### src/design/masked_mean_color_assert.svh
// assertion macros shared by the masked mean color rtl
// no dependencies; take in with `include after the module header
`ifndef MASKED_MEAN_COLOR_ASSERT_SVH
`define MASKED_MEAN_COLOR_ASSERT_SVH

// property that must hold at every edge outside reset
`define MMC_ASSERT_ALWAYS(label, clk, rst, prop) \
  label: assert property (@(posedge clk) disable iff (rst) (prop)) \
    else $error("masked_mean_color: check failed");

// same-cycle implication
`define MMC_ASSERT_IMPL(label, clk, rst, ante, cons) \
  label: assert property (@(posedge clk) disable iff (rst) (ante) |-> (cons)) \
    else $error("masked_mean_color: check failed");

// next-cycle implication
`define MMC_ASSERT_NEXT(label, clk, rst, ante, cons) \
  label: assert property (@(posedge clk) disable iff (rst) (ante) |=> (cons)) \
    else $error("masked_mean_color: check failed");

`endif

### src/design/mmc_pkg.sv
// shared types and constants of the masked mean color block
// no dependencies
package mmc_pkg;

  localparam int unsigned PIX_W              = 8;
  localparam int unsigned NUM_CH             = 3;
  localparam int unsigned COUNT_OUT_W        = 17;
  localparam int unsigned QUOT_W             = 8;
  localparam int unsigned STEP_W             = $clog2(QUOT_W);
  localparam int unsigned MAX_PIXELS_DEFAULT = 65536;

  localparam logic [PIX_W-1:0] WHITE_LIMIT_RESET = 8'd250;

  // apb register map: one 32-bit register per word
  localparam int unsigned APB_ADDR_W    = 3;
  localparam int unsigned APB_DATA_W    = 32;
  localparam int unsigned REG_INDEX_LSB = 2;

  typedef enum logic [0:0] {
    REG_WHITE_LIMIT = 1'b0
  } reg_idx_t;

  typedef enum logic [1:0] {
    ST_ACCUM,
    ST_DIVIDE,
    ST_FINISH
  } state_t;

  typedef struct packed {
    logic accept;
    logic div_step;
    logic finish;
  } dp_cmd_t;

  typedef struct packed {
    logic out_busy;
  } dp_status_t;

endpackage

### src/design/mmc_pixel_if.sv
// pixel beat channel: valid/ready handshake with one bgr pixel
// depends on mmc_pkg
interface mmc_pixel_if;
  logic                     valid;
  logic                     ready;
  logic [mmc_pkg::PIX_W-1:0] pixel_blue;
  logic [mmc_pkg::PIX_W-1:0] pixel_green;
  logic [mmc_pkg::PIX_W-1:0] pixel_red;
  logic                     last_pixel;

  modport source (output valid, pixel_blue, pixel_green, pixel_red, last_pixel,
                  input ready);
  modport sink (input valid, pixel_blue, pixel_green, pixel_red, last_pixel,
                output ready);
endinterface

### src/design/mmc_mean_if.sv
// result beat channel: per-object means, count and overflow flag
// depends on mmc_pkg
interface mmc_mean_if;
  logic                           valid;
  logic                           ready;
  logic [mmc_pkg::PIX_W-1:0]       mean_blue;
  logic [mmc_pkg::PIX_W-1:0]       mean_green;
  logic [mmc_pkg::PIX_W-1:0]       mean_red;
  logic [mmc_pkg::COUNT_OUT_W-1:0] counted_pixels;
  logic                           too_long;

  modport source (output valid, mean_blue, mean_green, mean_red, counted_pixels,
                  too_long, input ready);
  modport sink (input valid, mean_blue, mean_green, mean_red, counted_pixels,
                too_long, output ready);
endinterface

### src/design/mmc_regs.sv
// apb configuration register file (white limit)
// depends on mmc_pkg
module mmc_regs (
  input  logic                              clk,
  input  logic                              rst,
  input  logic                              psel,
  input  logic                              penable,
  input  logic                              pwrite,
  input  logic [mmc_pkg::APB_ADDR_W-1:0]    paddr,
  input  logic [mmc_pkg::APB_DATA_W-1:0]    pwdata,
  output logic [mmc_pkg::APB_DATA_W-1:0]    prdata,
  output logic                              pready,
  output logic [mmc_pkg::PIX_W-1:0]         white_limit
);

  logic [mmc_pkg::APB_ADDR_W-mmc_pkg::REG_INDEX_LSB-1:0] reg_idx;
  logic                                                 wr_en;

  assign pready  = 1'b1;
  assign reg_idx = paddr[mmc_pkg::APB_ADDR_W-1:mmc_pkg::REG_INDEX_LSB];
  assign wr_en   = psel && penable && pwrite && pready;

  always_ff @(posedge clk) begin
    if (rst) begin
      white_limit <= mmc_pkg::WHITE_LIMIT_RESET;
    end else if (wr_en && (reg_idx == mmc_pkg::REG_WHITE_LIMIT)) begin
      white_limit <= pwdata[mmc_pkg::PIX_W-1:0];
    end
  end

  always_comb begin
    unique case (reg_idx)
      mmc_pkg::REG_WHITE_LIMIT: prdata = mmc_pkg::APB_DATA_W'(white_limit);
      default:                  prdata = '0;
    endcase
  end

endmodule

### src/design/mmc_ctrl.sv
// controller: accumulate / divide / hand-off sequencing
// depends on mmc_pkg; drives mmc_datapath through dp_cmd_t
module mmc_ctrl (
  input  logic                clk,
  input  logic                rst,
  input  logic                in_valid,
  input  logic                in_last,
  output logic                in_ready,
  output mmc_pkg::dp_cmd_t    cmd,
  input  mmc_pkg::dp_status_t status
);

  localparam logic [mmc_pkg::STEP_W-1:0] LAST_STEP = mmc_pkg::STEP_W'(mmc_pkg::QUOT_W - 1);

  mmc_pkg::state_t             state, state_next;
  logic [mmc_pkg::STEP_W-1:0]  step, step_next;

  always_ff @(posedge clk) begin
    if (rst) begin
      state <= mmc_pkg::ST_ACCUM;
      step  <= '0;
    end else begin
      state <= state_next;
      step  <= step_next;
    end
  end

  always_comb begin
    state_next = state;
    step_next  = step;
    in_ready   = 1'b0;
    cmd        = '0;
    unique case (state)
      mmc_pkg::ST_ACCUM: begin
        in_ready   = 1'b1;
        cmd.accept = in_valid;
        if (in_valid && in_last) begin
          state_next = mmc_pkg::ST_DIVIDE;
          step_next  = '0;
        end
      end
      mmc_pkg::ST_DIVIDE: begin
        cmd.div_step = 1'b1;
        step_next    = step + mmc_pkg::STEP_W'(1);
        if (step == LAST_STEP) begin
          state_next = mmc_pkg::ST_FINISH;
        end
      end
      mmc_pkg::ST_FINISH: begin
        // wait for the output register to free up
        if (!status.out_busy) begin
          cmd.finish = 1'b1;
          state_next = mmc_pkg::ST_ACCUM;
        end
      end
      default: begin
        state_next = mmc_pkg::ST_ACCUM;
      end
    endcase
  end

endmodule

### src/design/mmc_datapath.sv
// datapath: channel sums, pixel count, shared restoring divider, output register
// depends on mmc_pkg and masked_mean_color_assert.svh
module mmc_datapath #(
  parameter int unsigned MAX_PIXELS = mmc_pkg::MAX_PIXELS_DEFAULT
) (
  input  logic                              clk,
  input  logic                              rst,
  input  mmc_pkg::dp_cmd_t                  cmd,
  output mmc_pkg::dp_status_t               status,
  input  logic [mmc_pkg::PIX_W-1:0]         white_limit,
  input  logic [mmc_pkg::PIX_W-1:0]         pixel_blue,
  input  logic [mmc_pkg::PIX_W-1:0]         pixel_green,
  input  logic [mmc_pkg::PIX_W-1:0]         pixel_red,
  input  logic                              out_ready,
  output logic                              out_valid,
  output logic [mmc_pkg::PIX_W-1:0]         mean_blue,
  output logic [mmc_pkg::PIX_W-1:0]         mean_green,
  output logic [mmc_pkg::PIX_W-1:0]         mean_red,
  output logic [mmc_pkg::COUNT_OUT_W-1:0]   counted_pixels,
  output logic                              too_long
);

  `include "masked_mean_color_assert.svh"

  localparam int unsigned CNT_W = $clog2(MAX_PIXELS + 1);
  localparam int unsigned SUM_W = CNT_W + mmc_pkg::PIX_W;
  localparam int unsigned DIV_W = CNT_W + mmc_pkg::QUOT_W - 1;
  localparam logic [CNT_W-1:0] COUNT_LIMIT = CNT_W'(MAX_PIXELS);

  logic [mmc_pkg::PIX_W-1:0]                 px   [mmc_pkg::NUM_CH];
  logic [SUM_W-1:0]                          acc  [mmc_pkg::NUM_CH];
  logic [SUM_W-1:0]                          diff [mmc_pkg::NUM_CH];
  logic [mmc_pkg::QUOT_W-1:0]                quot [mmc_pkg::NUM_CH];
  logic [mmc_pkg::NUM_CH-1:0]                fits;
  logic [CNT_W-1:0]                          tally, tally_next;
  logic [CNT_W+mmc_pkg::COUNT_OUT_W-1:0]     tally_wide;
  logic [DIV_W-1:0]                          divsr;
  logic [SUM_W-1:0]                          divsr_ext;
  logic                                      in_object, overflowed;
  logic                                      near_white, take_px, at_limit, grow;
  logic                                      rem_ok;

  always_comb begin
    px[0] = pixel_blue;
    px[1] = pixel_green;
    px[2] = pixel_red;
  end

  // first pixel of an object is always taken
  assign near_white = (pixel_blue > white_limit) && (pixel_green > white_limit)
                      && (pixel_red > white_limit);
  assign take_px    = !in_object || !near_white;
  assign at_limit   = (tally == COUNT_LIMIT);
  assign grow       = cmd.accept && take_px && !at_limit;
  assign tally_next = grow ? tally + CNT_W'(1) : tally;
  assign tally_wide = {{mmc_pkg::COUNT_OUT_W{1'b0}}, tally};
  assign divsr_ext  = {1'b0, divsr};

  // one restoring step per channel, all sharing the shifted divisor
  always_comb begin
    for (int c = 0; c < mmc_pkg::NUM_CH; c++) begin
      fits[c] = (acc[c] >= divsr_ext);
      diff[c] = acc[c] - divsr_ext;
    end
  end

  assign status.out_busy = out_valid && !out_ready;

  always_ff @(posedge clk) begin
    if (rst) begin
      tally      <= '0;
      in_object  <= 1'b0;
      overflowed <= 1'b0;
      out_valid  <= 1'b0;
    end else begin
      if (cmd.finish) begin
        tally      <= '0;
        in_object  <= 1'b0;
        overflowed <= 1'b0;
      end else if (cmd.accept) begin
        in_object <= 1'b1;
        tally     <= tally_next;
        if (take_px && at_limit) begin
          overflowed <= 1'b1;
        end
      end
      if (cmd.finish) begin
        out_valid <= 1'b1;
      end else if (out_ready) begin
        out_valid <= 1'b0;
      end
    end
  end

  // sums double as division remainders
  always_ff @(posedge clk) begin
    for (int c = 0; c < mmc_pkg::NUM_CH; c++) begin
      if (rst || cmd.finish) begin
        acc[c] <= '0;
      end else if (grow) begin
        acc[c] <= acc[c] + SUM_W'(px[c]);
      end else if (cmd.div_step && fits[c]) begin
        acc[c] <= diff[c];
      end
    end
  end

  always_ff @(posedge clk) begin
    if (cmd.accept) begin
      divsr <= {tally_next, {(mmc_pkg::QUOT_W-1){1'b0}}};
    end else if (cmd.div_step) begin
      divsr <= divsr >> 1;
    end
    for (int c = 0; c < mmc_pkg::NUM_CH; c++) begin
      if (cmd.div_step) begin
        quot[c] <= {quot[c][mmc_pkg::QUOT_W-2:0], fits[c]};
      end
    end
    if (cmd.finish) begin
      mean_blue      <= quot[0];
      mean_green     <= quot[1];
      mean_red       <= quot[2];
      counted_pixels <= tally_wide[mmc_pkg::COUNT_OUT_W-1:0];
      too_long       <= overflowed;
    end
  end

  // every remainder ends below the divisor
  assign rem_ok = (acc[0] < SUM_W'(tally)) && (acc[1] < SUM_W'(tally))
                  && (acc[2] < SUM_W'(tally));

  `MMC_ASSERT_ALWAYS(a_tally_bound, clk, rst, tally <= COUNT_LIMIT)
  `MMC_ASSERT_IMPL(a_div_nonzero, clk, rst, cmd.div_step, tally != '0)
  `MMC_ASSERT_IMPL(a_rem_below_count, clk, rst, cmd.finish, rem_ok)
  `MMC_ASSERT_NEXT(a_clear_after_finish, clk, rst, cmd.finish, (tally == '0) && !in_object && out_valid)

endmodule

### src/design/masked_mean_color.sv
// masked_mean_color top level: mean bgr color of one object region
// depends on mmc_pkg, mmc_pixel_if, mmc_mean_if, mmc_regs, mmc_ctrl, mmc_datapath
//
// usage
//   pixel_in : one bgr pixel per beat, last_pixel marks the final pixel of an object
//   mean_out : one beat per object with the truncated channel means, the count of
//              pixels taken into the means and a too_long flag
//   apb port : single register white_limit at byte address 0 (reset 250); a pixel
//              with all three channels above it is skipped, except the first of
//              an object
// throughput and stalls
//   pixels are taken one per cycle while an object streams in
//   after the last pixel the input stalls while the shared restoring divider
//   runs (one quotient bit for all three channels per cycle) and until the
//   result is loaded into the output register
// reset
//   sync active-high rst clears sums, count, flags and the output valid bit,
//   and sets white_limit back to 250
// back-pressure
//   the result sits in an output register; the next object streams in while
//   it waits, and only its hand-off waits for mean_out to drain
module masked_mean_color #(
  parameter int unsigned MAX_PIXELS = mmc_pkg::MAX_PIXELS_DEFAULT
) (
  input  logic                           clk,
  input  logic                           rst,
  mmc_pixel_if.sink                      pixel_in,
  mmc_mean_if.source                     mean_out,
  input  logic                           psel,
  input  logic                           penable,
  input  logic                           pwrite,
  input  logic [mmc_pkg::APB_ADDR_W-1:0] paddr,
  input  logic [mmc_pkg::APB_DATA_W-1:0] pwdata,
  output logic [mmc_pkg::APB_DATA_W-1:0] prdata,
  output logic                           pready
);

  // configuration
  logic [mmc_pkg::PIX_W-1:0] white_limit;

  // controller <-> datapath
  mmc_pkg::dp_cmd_t    dp_cmd;
  mmc_pkg::dp_status_t dp_status;

  mmc_regs u_regs (
    .clk         (clk),
    .rst         (rst),
    .psel        (psel),
    .penable     (penable),
    .pwrite      (pwrite),
    .paddr       (paddr),
    .pwdata      (pwdata),
    .prdata      (prdata),
    .pready      (pready),
    .white_limit (white_limit)
  );

  // sequencing: accumulate pixels, run the divider, hand off the result
  mmc_ctrl u_ctrl (
    .clk      (clk),
    .rst      (rst),
    .in_valid (pixel_in.valid),
    .in_last  (pixel_in.last_pixel),
    .in_ready (pixel_in.ready),
    .cmd      (dp_cmd),
    .status   (dp_status)
  );

  // sums, count, divider and output register
  mmc_datapath #(
    .MAX_PIXELS (MAX_PIXELS)
  ) u_datapath (
    .clk            (clk),
    .rst            (rst),
    .cmd            (dp_cmd),
    .status         (dp_status),
    .white_limit    (white_limit),
    .pixel_blue     (pixel_in.pixel_blue),
    .pixel_green    (pixel_in.pixel_green),
    .pixel_red      (pixel_in.pixel_red),
    .out_ready      (mean_out.ready),
    .out_valid      (mean_out.valid),
    .mean_blue      (mean_out.mean_blue),
    .mean_green     (mean_out.mean_green),
    .mean_red       (mean_out.mean_red),
    .counted_pixels (mean_out.counted_pixels),
    .too_long       (mean_out.too_long)
  );

endmodule
### src/flat_wrapper.sv
// flat-port wrapper written by rule: the top's interface ports become plain ports
module masked_mean_color_flat 
#(
  parameter int unsigned MAX_PIXELS = mmc_pkg::MAX_PIXELS_DEFAULT
)
  (clk, rst, psel, penable, pwrite, paddr, pwdata, prdata, pready, pixel_in_valid, pixel_in_pixel_blue, pixel_in_pixel_green, pixel_in_pixel_red, pixel_in_last_pixel, pixel_in_ready, mean_out_valid, mean_out_mean_blue, mean_out_mean_green, mean_out_mean_red, mean_out_counted_pixels, mean_out_too_long, mean_out_ready);
  mmc_pixel_if pixel_in_i ();
  mmc_mean_if mean_out_i ();
  input  logic clk;
  input  logic rst;
  input  logic psel;
  input  logic penable;
  input  logic pwrite;
  input  logic [mmc_pkg::APB_ADDR_W-1:0] paddr;
  input  logic [mmc_pkg::APB_DATA_W-1:0] pwdata;
  output logic [mmc_pkg::APB_DATA_W-1:0] prdata;
  output logic pready;
  input wire logic [$bits(pixel_in_i.valid)-1:0] pixel_in_valid;
  input wire logic [$bits(pixel_in_i.pixel_blue)-1:0] pixel_in_pixel_blue;
  input wire logic [$bits(pixel_in_i.pixel_green)-1:0] pixel_in_pixel_green;
  input wire logic [$bits(pixel_in_i.pixel_red)-1:0] pixel_in_pixel_red;
  input wire logic [$bits(pixel_in_i.last_pixel)-1:0] pixel_in_last_pixel;
  output wire logic [$bits(pixel_in_i.ready)-1:0] pixel_in_ready;
  output wire logic [$bits(mean_out_i.valid)-1:0] mean_out_valid;
  output wire logic [$bits(mean_out_i.mean_blue)-1:0] mean_out_mean_blue;
  output wire logic [$bits(mean_out_i.mean_green)-1:0] mean_out_mean_green;
  output wire logic [$bits(mean_out_i.mean_red)-1:0] mean_out_mean_red;
  output wire logic [$bits(mean_out_i.counted_pixels)-1:0] mean_out_counted_pixels;
  output wire logic [$bits(mean_out_i.too_long)-1:0] mean_out_too_long;
  input wire logic [$bits(mean_out_i.ready)-1:0] mean_out_ready;
  assign pixel_in_i.valid = pixel_in_valid;
  assign pixel_in_i.pixel_blue = pixel_in_pixel_blue;
  assign pixel_in_i.pixel_green = pixel_in_pixel_green;
  assign pixel_in_i.pixel_red = pixel_in_pixel_red;
  assign pixel_in_i.last_pixel = pixel_in_last_pixel;
  assign pixel_in_ready = pixel_in_i.ready;
  assign mean_out_valid = mean_out_i.valid;
  assign mean_out_mean_blue = mean_out_i.mean_blue;
  assign mean_out_mean_green = mean_out_i.mean_green;
  assign mean_out_mean_red = mean_out_i.mean_red;
  assign mean_out_counted_pixels = mean_out_i.counted_pixels;
  assign mean_out_too_long = mean_out_i.too_long;
  assign mean_out_i.ready = mean_out_ready;
  masked_mean_color #(.MAX_PIXELS(MAX_PIXELS)) u_core (.clk(clk), .rst(rst), .pixel_in(pixel_in_i), .mean_out(mean_out_i), .psel(psel), .penable(penable), .pwrite(pwrite), .paddr(paddr), .pwdata(pwdata), .prdata(prdata), .pready(pready));
endmodule
### config.mk
export PLATFORM = sky130hd
export DESIGN_NAME = masked_mean_color_flat
export DESIGN_NICKNAME = d
export VERILOG_FILES = /design/src/design/mmc_pkg.sv /design/src/design/mmc_pixel_if.sv /design/src/design/mmc_mean_if.sv /design/src/design/mmc_regs.sv /design/src/design/mmc_ctrl.sv /design/src/design/mmc_datapath.sv /design/src/design/masked_mean_color.sv /design/src/flat_wrapper.sv
export VERILOG_INCLUDE_DIRS = /design/src /design/src/design
export SDC_FILE = /design/constraint.sdc
export NUM_CORES = 1
export LEC_CHECK = 0
export BUFFER_PORTS_ARGS = -buffer_cell sky130_fd_sc_hd__buf_4
export CORE_MARGIN = 2
export CORE_UTILIZATION = 30
export DETAILED_ROUTE_END_ITERATION = 8
export PLACE_DENSITY_LB_ADDON = 0.15
export SETUP_SLACK_MARGIN = 0.3
export SLEW_MARGIN = 30
export SYNTH_ARGS = -nofsm -noshare
export SYNTH_HDL_FRONTEND = slang
export SYNTH_SLANG_ARGS = --single-unit
### constraint.sdc
create_clock -name clk -period 12.22 [get_ports clk]
set_input_delay 2.444 -clock clk [delete_from_list [all_inputs] [get_ports clk]]
set_output_delay 2.444 -clock clk [all_outputs]
set_load 0.03 [all_outputs]
==> metrics <==
min Tclk post-route=5530 ps; largest net degree at the start of global routing=70; width of the die=217 microns; crit start category=input port; Area growth, synth to finish=14.0%; syn_area_per_cell=9.81 sq um; grt ovf=0; initial antenna violation count=0; dpl hpwl=28,700 microns; Die Y=217 microns; synth unique cells=72; drt via density=5.13; CTS sink count=198; DR iter-0 viols=628; WL final=39,400 microns; drt drc=0; DRT antenna net count=0; vias=10,594; Clock Latency Late Sink=470 ps; TritonCTS buffer count=17; run status=finished clean; Reg clk slew, reported paths=80 ps; H-tree lvl count=4; Post-synth EDFFs=158; hold buffers post-CTS=0; Worst R2R Path Depth=11; Rows=77; Power Density=141 nW/um^2; most used cell, CP=buf_4; critical path data required time=12,440 ps; Reg area=5550 sq um; Initial Util=30.5%; Routed WL per cell=19.0 microns; Setup crit start=pixel_in_pixel_blue[6]; worst-path cell chain=buf_4, ha_1, nand4_1, o21ai_0, a311o_1, a31o_1, a221oi_4, nor3_2, buf_4, nand2_2, buf_4, o22ai_1, mux2_2; number of post-CTS setup repair buffers=0; Final Util=34.8%; reg2reg start=u_core.u_datapath.divsr[1]; hold_sp=u_core.u_datapath.quot[0][7]; Max Fclk=181 MHz; r2r endpoint=u_core.u_datapath.acc[0][9]; Fillers=4,482; Synth Flop Type=edfxtp_1; Final Skew=15.2 ps; max-cap violations=0; TNS Setup=0 ps; Mapped Area=13,600 sq um; Tot GR Track Use=16.8%; gp weighted congestion=0.871; Core Area=44,400 sq um; Max FO, Critical Path=69; CP endpoint kind=flop; crit path max-delay cell type=buf_4; crit path kind=input port to flop; Synth Warn #=0; # resized after CTS=0; delay of the slowest critical-path stage=700 ps; clock tree buffer depth=2; share of cells above drive strength 1=11.2%; buffers added on ports=92; asr flop ratio synth=0%; Rel. slew slack=35.9%; sequential share of the synthesized area=40.9%; n_diodes=0; Critical Path AT=5750 ps; Leak=6.20 nW; Worst-Margin Slew=960 ps; Final Setup Violations=0; Hold Violations, Final=0; DR pass1 iterations=5; Layout Nets=1,659; Gate Count Post-Synth=1,382; clock tree from TritonCTS=done; Max IR drop VDD=0.119 mV; Ports=144; overall die area=46,900 sq um; root buffer cell=clkbuf_16; R2R setup slack=7960 ps; first-pass GRT wire length=60,100 microns; count of final max-slew check failures=0; worst hold path class=flop to flop; Worst Setup EP=u_core.u_datapath.acc[1][24]; area of the multi-input gates=7500 sq um; #FFs+latches synth=198; RSZ-0062 raised after global routing=no; Final Cycle Share=45.2%; vias in the first global route=10,333
cell usage after synthesis, types with 8 or more instances:
cell type | count | share of area [%]
o22ai_1 | 72 | 3.3
xnor2_1 | 49 | 3.2
inv_1 | 70 | 1.9
clkbuf_1 | 26 | 0.72
o32ai_1 | 11 | 0.71
o21ai_0 | 51 | 1.9
nor2b_1 | 21 | 0.97
buf_2 | 11 | 0.41
and2_1 | 8 | 0.37
a21o_1 | 48 | 2.7
o21bai_1 | 11 | 0.61
xor2_1 | 87 | 5.6
nand2b_1 | 19 | 0.88
edfxtp_1 | 158 | 35
nand4_1 | 26 | 1.2
nand2_1 | 88 | 2.4
buf_4 | 26 | 1.4
a211o_1 | 12 | 0.78
ha_1 | 124 | 11
dfxtp_1 | 40 | 5.9
and3_1 | 23 | 1.1
nor2_1 | 107 | 3.0
a211oi_1 | 8 | 0.44
a21oi_1 | 91 | 3.4
nor3_1 | 20 | 0.74
nand3_1 | 49 | 1.8
o21a_1 | 15 | 0.83
how the worst min path moves through the flow:
stage / end / slack [ps] / cells after the start
after global routing: u_core.u_datapath.mean_red[7] / 450 / 0
final: u_core.u_datapath.mean_blue[7] / 420 / 0
after CTS: u_core.u_datapath.mean_blue[7] / 430 / 0
after floorplan: u_core.u_datapath.mean_blue[7] / 400 / 0
after global placement: u_core.u_datapath.mean_green[7] / 410 / 0
after detailed placement: u_core.u_datapath.mean_blue[7] / 410 / 0
per-layer routing:
metal	up-vias	GRT usage, %	wire length (microns)
met2	198	27.6	18400
met3	40	2.50	1280
met1	5121	22.7	18700
li1	5235	-	-
met4	0	5.50	936
met5	-	0	0
per-stage QoR:
step / cells / area, sq um / hold WS, ps / worst slack, ps / power, W
final: 2067 / 15400 / 423 / 6690 / 0.00218
after global routing: 2067 / 15400 / 452 / 6570 / 0.00232
after global placement: 2035 / 14800 / 406 / 6310 / 0.00158
after CTS: 2067 / 15400 / 428 / 6790 / 0.00221
after floorplan: 1405 / 13600 / 400 / 5690 / 0.00141
after detailed placement: 2035 / 14800 / 410 / 6270 / 0.00158
cell type report:
type / instances / share of cell area, %
flip-flops and latches: 198 / 35.9
clock inverters: 15 / 1.33
clock buffers: 17 / 2.75
well taps: 592 / 4.80
repair buffers: 102 / 4.96
multi-input cells: 1073 / 48.6
inverters: 70 / 1.70
placed cells by master, fill, tap and decap left out, types with 12 or more instances in the layout:
master and instances:
o21a_1 15, edfxtp_1 158, nor3_1 20, dfxtp_1 40, nor2b_1 20, nand4_1 26
nor2_1 107, a21oi_1 90, o21ai_0 51, xor2_1 87, nand3_1 49, nand2_1 88
clkbuf_16 17, nand2b_1 19, o22ai_1 72, and3_1 23, xnor2_1 49, a211o_1 12
a21o_1 48, buf_4 102, inv_1 70, ha_1 124, conb_1 25
registers in the layout (all words and copies together) (netlist names):
name	count
u_core.u_datapath.mean_blue	8
u_core.u_datapath.counted_pixels	17
u_core.u_datapath.tally	17
u_core.u_datapath.in_object	1
u_core.u_regs.white_limit	8
u_core.u_datapath.too_long	1
u_core.u_datapath.overflowed	1
u_core.u_ctrl.state	2
u_core.u_datapath.mean_red	8
u_core.u_ctrl.step	3
u_core.u_datapath.divsr	24
u_core.u_datapath.out_valid	1
u_core.u_datapath.quot	24
u_core.u_datapath.mean_green	8
u_core.u_datapath.acc	75
where the power goes:
group,switching (W),internal (W),total (W)
Sequential,0.0000462,0.000789,0.000836
Combinational,0.000436,0.000304,0.000740
Clock,0.000311,0.000298,0.000609
cells by family after synthesis:
| logic type | count (synthesis) | synth area share (%) |
|---|---|---|
| and+or+nand+nor | 404 | 15.0 |
| AOI/OAI and AO/OA | 374 | 18.1 |
| DFF | 198 | 40.9 |
| xor gates and xnor gates | 136 | 8.79 |
| buffers and inverters | 134 | 4.53 |
| adders and majority gates | 130 | 12.3 |
| muxes | 4 | 0.314 |
| other | 2 | 0.0554 |
critical path, delay by kind of cell:
| kind | cells | cell delay [ps] |
|---|---|---|
| multiplexers | 1 | 300 |
| adder cells (fa/ha/maj) | 1 | 300 |
| buffers and inverters | 3 | 1030 |
| AND/OR/NAND/NOR | 3 | 230 |
| AO/OA/AOI/OAI | 5 | 1380 |
Power figures use the tool's default switching activity.
